[src/rtl/tmt_pkg.sv]
// shared types, constants and step functions of the tinymt32 generator
package tmt_pkg;

  typedef enum logic [1:0] {
    OP_DRAW = 2'd0,
    OP_PEEK = 2'd1,
    OP_SEED = 2'd2,
    OP_LOAD = 2'd3
  } op_e;

  typedef struct packed {
    logic [31:0] w3;
    logic [31:0] w2;
    logic [31:0] w1;
    logic [31:0] w0;
  } gen_state_t;

  localparam logic [31:0] TM_MASK = 32'h7fff_ffff;
  localparam logic [31:0] TM_MAT1 = 32'h8f70_11ee;
  localparam logic [31:0] TM_MAT2 = 32'hfc78_ff1f;
  localparam logic [31:0] TM_TMAT = 32'h3793_fdff;
  localparam logic [31:0] TM_MULT = 32'd1812433253;

  localparam int unsigned InWidth   = 162;
  localparam int unsigned InBytes   = (InWidth + 7) / 8;
  localparam int unsigned OutWidth  = 64;
  localparam int unsigned OutBytes  = (OutWidth + 7) / 8;
  localparam int unsigned StepWidth = 3;
  localparam logic [StepWidth-1:0] StepLast = 3'd7;

  // one state transition
  function automatic gen_state_t advance(input gen_state_t s);
    logic [31:0] x;
    logic [31:0] y;
    gen_state_t  n;
    x = (s.w0 & TM_MASK) ^ s.w1 ^ s.w2;
    x = x ^ (x << 1);
    y = s.w3 ^ (s.w3 >> 1) ^ x;
    n.w0 = s.w1;
    n.w1 = s.w2 ^ (y[0] ? TM_MAT1 : 32'd0);
    n.w2 = x ^ (y << 10) ^ (y[0] ? TM_MAT2 : 32'd0);
    n.w3 = y;
    return n;
  endfunction

  // tempered output word of a state
  function automatic logic [31:0] temper(input gen_state_t s);
    logic [31:0] t1;
    t1 = s.w0 + (s.w2 >> 8);
    return s.w3 ^ t1 ^ (t1[0] ? TM_TMAT : 32'd0);
  endfunction

endpackage

[src/rtl/tinymt32_generator_unit.sv]
// tinymt32 generator with draw, peek, seed and load requests
//
// Input channel s_axis: one request per transfer, op selects draw, peek,
// seed from word_a, or load of four state words; range_max scales the result.
// Output channel m_axis: exactly one result per request, the tempered word
// of the state after the request and that word times range_max shifted
// right by 32.
// A draw, peek or load result goes through these steps after acceptance:
// state update at the accepting edge, temper, one pass through the shared
// 32x32 multiplier, then the output register. A seed runs seven init steps
// through the same multiplier, eight advances, then temper, scale and
// output. s_axis_tready_o is high only while no request is in work, so a
// new request is not taken until the last one has reached the output
// register.
// The result sits in an output register; a new request is accepted while it
// waits, and its result is held back until the old one has been taken.
// Reset clears the state to all zeros (which draws and tempers to zero)
// and empties the output register.
module tinymt32_generator_unit (
  input  logic                               clk_i,
  input  logic                               rst_ni,
  input  logic                               s_axis_tvalid_i,
  output logic                               s_axis_tready_o,
  // op[1:0], word_a[33:2], word_b[65:34], word_c[97:66], word_d[129:98],
  // range_max[161:130], zero fill above
  input  logic [tmt_pkg::InBytes*8-1:0]      s_axis_tdata_i,
  output logic                               m_axis_tvalid_o,
  input  logic                               m_axis_tready_i,
  // random_word[31:0], scaled_value[63:32]
  output logic [tmt_pkg::OutBytes*8-1:0]     m_axis_tdata_o
);

  typedef enum logic [2:0] {
    ST_IDLE,
    ST_SEED_MUL,
    ST_SEED_XOR,
    ST_ADVANCE,
    ST_TEMPER,
    ST_SCALE,
    ST_DONE
  } state_e;

  state_e                           state_q;
  tmt_pkg::gen_state_t              gen_q;
  logic [tmt_pkg::StepWidth-1:0]    step_q;
  logic [31:0]                      word_q;
  logic [31:0]                      rmax_q;
  logic [63:0]                      prod_q;
  logic                             m_valid_q;
  logic [tmt_pkg::OutBytes*8-1:0]   m_data_q;

  tmt_pkg::op_e  in_op;
  logic [31:0]   in_word_a;
  logic [31:0]   in_word_b;
  logic [31:0]   in_word_c;
  logic [31:0]   in_word_d;
  logic [31:0]   in_rmax;
  logic          in_accept;

  logic [31:0]   mul_a;
  logic [31:0]   mul_b;
  logic [63:0]   mul_p;
  logic [31:0]   seed_p;
  logic [31:0]   seed_v;
  logic          out_free;

  assign in_op     = tmt_pkg::op_e'(s_axis_tdata_i[1:0]);
  assign in_word_a = s_axis_tdata_i[33:2];
  assign in_word_b = s_axis_tdata_i[65:34];
  assign in_word_c = s_axis_tdata_i[97:66];
  assign in_word_d = s_axis_tdata_i[129:98];
  assign in_rmax   = s_axis_tdata_i[161:130];

  assign s_axis_tready_o = (state_q == ST_IDLE);
  assign in_accept       = s_axis_tvalid_i && s_axis_tready_o;
  assign out_free        = !m_valid_q || m_axis_tready_i;

  // during seeding the words are kept rotated so the previous word is w0
  // and the word being updated is w1
  assign seed_p = gen_q.w0;
  assign seed_v = {29'd0, step_q} + prod_q[31:0];

  // shared multiplier: init step product while seeding, scaling otherwise
  always_comb begin
    if (state_q == ST_SEED_MUL) begin
      mul_a = tmt_pkg::TM_MULT;
      mul_b = seed_p ^ (seed_p >> 30);
    end else begin
      mul_a = word_q;
      mul_b = rmax_q;
    end
  end

  assign mul_p = {32'd0, mul_a} * {32'd0, mul_b};

  always_ff @(posedge clk_i or negedge rst_ni) begin
    if (!rst_ni) begin
      state_q   <= ST_IDLE;
      gen_q     <= '0;
      step_q    <= '0;
      word_q    <= '0;
      rmax_q    <= '0;
      prod_q    <= '0;
      m_valid_q <= 1'b0;
      m_data_q  <= '0;
    end else begin
      // in ST_DONE the output register is refilled or kept, never cleared
      if (m_valid_q && m_axis_tready_i && (state_q != ST_DONE)) begin
        m_valid_q <= 1'b0;
      end
      unique case (state_q)
        ST_IDLE: begin
          if (in_accept) begin
            rmax_q <= in_rmax;
            unique case (in_op)
              tmt_pkg::OP_DRAW: begin
                gen_q   <= tmt_pkg::advance(gen_q);
                state_q <= ST_TEMPER;
              end
              tmt_pkg::OP_PEEK: begin
                state_q <= ST_TEMPER;
              end
              tmt_pkg::OP_SEED: begin
                gen_q.w0 <= in_word_a;
                gen_q.w1 <= tmt_pkg::TM_MAT1;
                gen_q.w2 <= tmt_pkg::TM_MAT2;
                gen_q.w3 <= tmt_pkg::TM_TMAT;
                step_q   <= 3'd1;
                state_q  <= ST_SEED_MUL;
              end
              tmt_pkg::OP_LOAD: begin
                gen_q.w0 <= in_word_a;
                gen_q.w1 <= in_word_b;
                gen_q.w2 <= in_word_c;
                gen_q.w3 <= in_word_d;
                state_q  <= ST_TEMPER;
              end
              default: begin
                state_q <= ST_TEMPER;
              end
            endcase
          end
        end
        ST_SEED_MUL: begin
          prod_q  <= mul_p;
          state_q <= ST_SEED_XOR;
        end
        ST_SEED_XOR: begin
          if (step_q == tmt_pkg::StepLast) begin
            // last step also undoes the rotation
            gen_q.w0 <= gen_q.w2;
            gen_q.w1 <= gen_q.w3;
            gen_q.w2 <= gen_q.w0;
            gen_q.w3 <= gen_q.w1 ^ seed_v;
            step_q   <= '0;
            state_q  <= ST_ADVANCE;
          end else begin
            gen_q.w0 <= gen_q.w1 ^ seed_v;
            gen_q.w1 <= gen_q.w2;
            gen_q.w2 <= gen_q.w3;
            gen_q.w3 <= gen_q.w0;
            step_q   <= step_q + 3'd1;
            state_q  <= ST_SEED_MUL;
          end
        end
        ST_ADVANCE: begin
          gen_q <= tmt_pkg::advance(gen_q);
          if (step_q == tmt_pkg::StepLast) begin
            step_q  <= '0;
            state_q <= ST_TEMPER;
          end else begin
            step_q <= step_q + 3'd1;
          end
        end
        ST_TEMPER: begin
          word_q  <= tmt_pkg::temper(gen_q);
          state_q <= ST_SCALE;
        end
        ST_SCALE: begin
          prod_q  <= mul_p;
          state_q <= ST_DONE;
        end
        ST_DONE: begin
          if (out_free) begin
            m_valid_q <= 1'b1;
            m_data_q  <= {prod_q[63:32], word_q};
            state_q   <= ST_IDLE;
          end
        end
        default: begin
          state_q <= ST_IDLE;
        end
      endcase
    end
  end

  assign m_axis_tvalid_o = m_valid_q;
  assign m_axis_tdata_o  = m_data_q;

endmodule
[config.mk]
export PLATFORM = sky130hd
export DESIGN_NAME = tinymt32_generator_unit
export DESIGN_NICKNAME = d
export VERILOG_FILES = /design/src/rtl/tmt_pkg.sv /design/src/rtl/tinymt32_generator_unit.sv
export SDC_FILE = /design/constraint.sdc
export NUM_CORES = 2
export LEC_CHECK = 0
export ABC_AREA = 0
export BUFFER_PORTS_ARGS = -buffer_cell sky130_fd_sc_hd__buf_2
export CORE_UTILIZATION = 65
export CTS_BUF_LIST = sky130_fd_sc_hd__clkbuf_8
export CTS_CLUSTER_DIAMETER = 60
export DETAILED_ROUTE_END_ITERATION = 16
export PLACE_DENSITY_LB_ADDON = 0.25
export SKIP_LAST_GASP = 1
export SLEW_MARGIN = 20
export SYNTH_ARGS = -nofsm -noshare
export SYNTH_HDL_FRONTEND = slang
export SYNTH_SLANG_ARGS = --single-unit
export TNS_END_PERCENT = 50
[constraint.sdc]
create_clock -name clk_i -period 24.5 [get_ports clk_i]
set_input_delay 4.9 -clock clk_i [delete_from_list [all_inputs] [get_ports clk_i]]
set_output_delay 4.9 -clock clk_i [all_outputs]
set_load 0.02 [all_outputs]
==> results list <==
- Half-perimeter wire length of the detailed placement result: roughly 160 mm
- Critical path's most frequent cell: fa_1
- The setup path with the least slack is of type reg2reg.
* Share of the synthesized area in the top cell type: 0.337
- The checks that failed: design-rule violations.
* Hold buffer count at CTS: 0
- Proportion of synthesized chip area in sequential cells: 0.153
- At the worst endpoint, the required time is between 20 and 30 ns.
- The number of setup buffers added after CTS is 0.
- Relative to the synthesized area, the layout overhead comes to 6.89%.
* Leading register cell type out of synthesis: dfrtp_1
* Number of antenna violations at the first check in global routing: 24
- Via total after detailed routing: roughly 46000
- The synthesized design contains 0 enable-type register cells.
- Floorplan die height: 288 um
- Once layout is complete, the utilization of the core stands at 0.705.
* Result of the run: finished, violations left
* Post-Syn Instances: ~5900
- The via count of the first global-routing pass is 46600.
* Number of violations of the max-capacitance limit: 0
* Slew Limit Fails: 0
* Proportion of layout cells with a drive suffix above 1: 0.106
- Leading cell types by total area after synthesis: fa_1, dfrtp_1, ha_1, inv_1, nand2_1
* Standard-cell rows: 104
* Post-detailed-route wirelength per cell: 29.1 um
- After clock tree synthesis, the clock-pin slew on the worst setup and hold paths is roughly 0.070 ns.
* Die span in x: 288 um
- The later pin in the worst-skew pair is clocked with a latency of 0.76 ns.
* Minimum setup slack in the final design: 11.85 ns
* Ys async rst share: 1.00
* Startpoint class of the critical path: flop
* Initial Utilization: 0.660
- Worst stage delay on the critical path: roughly 1.1 ns
- Across the routed clock network, the largest skew measured is ~0.08 ns.
- Total negative slack: 0 ns
* RSZ-0062 raised after global routing: no
- DRC violation total after the first TritonRoute iteration: roughly 6000
- Residual DRC: 3
* Final Cycle Share: 0.516
- The floorplan step defined a core boundary enclosing between 80000 and 90000 um^2.
- Input/output buffers: roughly 230
* Number of failing hold endpoints at the final stage: 0
* Worst endpoint data arrival time: 13.20 ns
- The H-tree generated during clock tree synthesis spans 2 levels.
- The synthesized design spends more area on one cell type than any other, namely fa_1.
- Final WL: 206 mm
- The first global-routing pass estimated 303 mm of wire.
- The path class of the tightest hold or removal check is reg2reg.
* Tot GR Track Use: 0.505
- Count of antenna-violating nets left after detailed routing: 0
* Post-Syn Nets: 7302
* Number of synthesis warnings: 0
* Most instantiated library cell after synthesis: fa_1
- Counting flops and latches in the post-synthesis netlist gives 327.
* Die Area: 83200 um^2
- Counting distinct cell types in the post-synthesis netlist gives between 70 and 80.
* Synth Area per Inst: 8.98 um^2
* Total gr overflow: 0
- Routed vias/inst: around 6.5
* Maximum clock rate: 0.0791 GHz
* Worst Hold Slack: 0.471 ns
* Final Net Count: 7329
* Max Fanout on Critical Path: 70
- Setup violations remaining at the end of the flow were counted as 0.
* Routability congestion estimate: 1.05
- Boundary pin count: ~240
- Category of the worst setup path capture point: flop
- At the pin with the least slew margin, the transition time is about 1.3 ns.
* Number of buffers added by the clock tree synthesis step: ~60
* Maximum clock insertion buffer count: 3
- The smallest clock period supported by the final layout is computed as 12.65 ns.
* Largest net degree at the start of global routing: 92
* CTS root buf: clkbuf_8
* Detailed-routing iteration count for the pre-antenna-repair pass: 14
- For this design, the slowest cell found on the critical path is and2_1.
* TritonCTS clock tree: yes
- Number of sinks driven by the clock tree: 327
- Max-Slew Margin vs Limit: 0.134
* Pre-CTS worst setup slack: ~12 ns
- Summing every instance area after synthesis gives roughly 53000 um^2.
* Most common library cells after synthesis: fa_1, inv_1, nand2_1, nor2_1, clkbuf_1
* Count of cells resized by post-cts repair: 0
## kinds of logic after synthesis
logic type	synth area share
and+or+nand+nor	0.150
xor gates and xnor gates	0.0683
DFF	0.153
buffers and inverters	0.0909
AOI/OAI and AO/OA	0.0971
muxes	0.0343
adders and majority gates	0.406
## worst max-delay path: cells and delay by family, from the launching register on
family / cells / cell delay (ns)
adders and majority gates: 9 / 4.49
xor gates and xnor gates: 1 / 0.64
AOI/OAI and AO/OA: 6 / 1.72
buffers and inverters: 5 / 1.90
DFF: 1 / 0.37
and+or+nand+nor: 7 / 3.29
## worst paths after layout
path | slack (ns) | cells past startpoint | startpoint | end
hold / removal | 0.47 | 1 | prod_q[58] | m_axis_tdata_o[58]
hold reg to reg | 0.47 | 1 | prod_q[58] | m_axis_tdata_o[58]
max in group asynchronous | 17.53 | 4 | rst_ni | prod_q[13]
setup reg to reg | 11.85 | 28 | state_q[0] | prod_q[57]
setup / recovery | 11.85 | 28 | state_q[0] | prod_q[57]
min in group asynchronous | 4.16 | 1 | rst_ni | gen_q[93]
## placed cells by master (no fill, tap or decap), types with 10 or more instances in the layout
cell type | netlist | routed
inv_1 | 892 | 906
fa_1 | 898 | 898
nand2_1 | 739 | 739
nor2_1 | 453 | 444
and3_1 | 330 | 330
dfrtp_1 | 327 | 325
ha_1 | 292 | 291
xnor2_1 | 268 | 268
o21ai_0 | 260 | 260
buf_2 | 2 | 230
xor2_1 | 137 | 137
buf_4 | 0 | 131
a21oi_1 | 123 | 122
mux2_2 | 111 | 111
clkbuf_8 | 0 | 79
a21o_1 | 59 | 59
nand3_1 | 53 | 53
a221oi_1 | 49 | 49
a31oi_1 | 49 | 49
mux2i_1 | 58 | 48
nand2b_1 | 45 | 41
o211ai_1 | 35 | 35
o221ai_1 | 32 | 32
and2_1 | 33 | 30
a22o_1 | 30 | 30
o21a_1 | 29 | 29
a222oi_1 | 29 | 29
nand4_1 | 27 | 27
nor3_1 | 20 | 20
nor2b_1 | 19 | 18
diode_2 | 0 | 17
or2_2 | 17 | 16
o21bai_1 | 12 | 12
o31ai_1 | 11 | 11
a211oi_1 | 11 | 11
mux2i_2 | 0 | 10
## metal layers
metal  up-vias  global-route usage  routed length, um
met1     22600               0.641              70600
li1      19000                   -                  -
met5         -                   0                190
met2      3819               0.706              83600
met4        18               0.369              19100
met3       958               0.192              32700
## per-stage QoR
| stage | instance area [um^2] | std cells |
|---|---|---|
| 6_report | 57000 | 7094 |
| 5_1_grt | 56900 | 7078 |
| 4_1_cts | 56900 | 7077 |
| 3_5_place_dp | 55400 | 6964 |
| 3_3_place_gp | 55400 | 6964 |
| 2_1_floorplan | 53300 | 5940 |
## final cells by class
class,instances,area (um^2)
Antenna cell,17,42.5
Tap cell,1060,1330
Multi-Input combinational cell,4323,40400
Timing Repair Buffer,362,2150
Fill cell,6414,23800
Clock buffer,79,1090
Sequential cell,327,8190
Inverter,892,3350
Clock inverter,34,410
## registers in the layout, indices dropped and copies added (netlist names)
signal           count
m_axis_tdata_o      64
seed_p              32
rmax_q              32
prod_q              64
state_q              3
step_q               3
m_axis_tvalid_o      1
gen_q               96
word_q              32
Power is left out: the tool's default activity adds up to more than one toggle a clock period on the data nets, which glitch-free logic cannot reach.
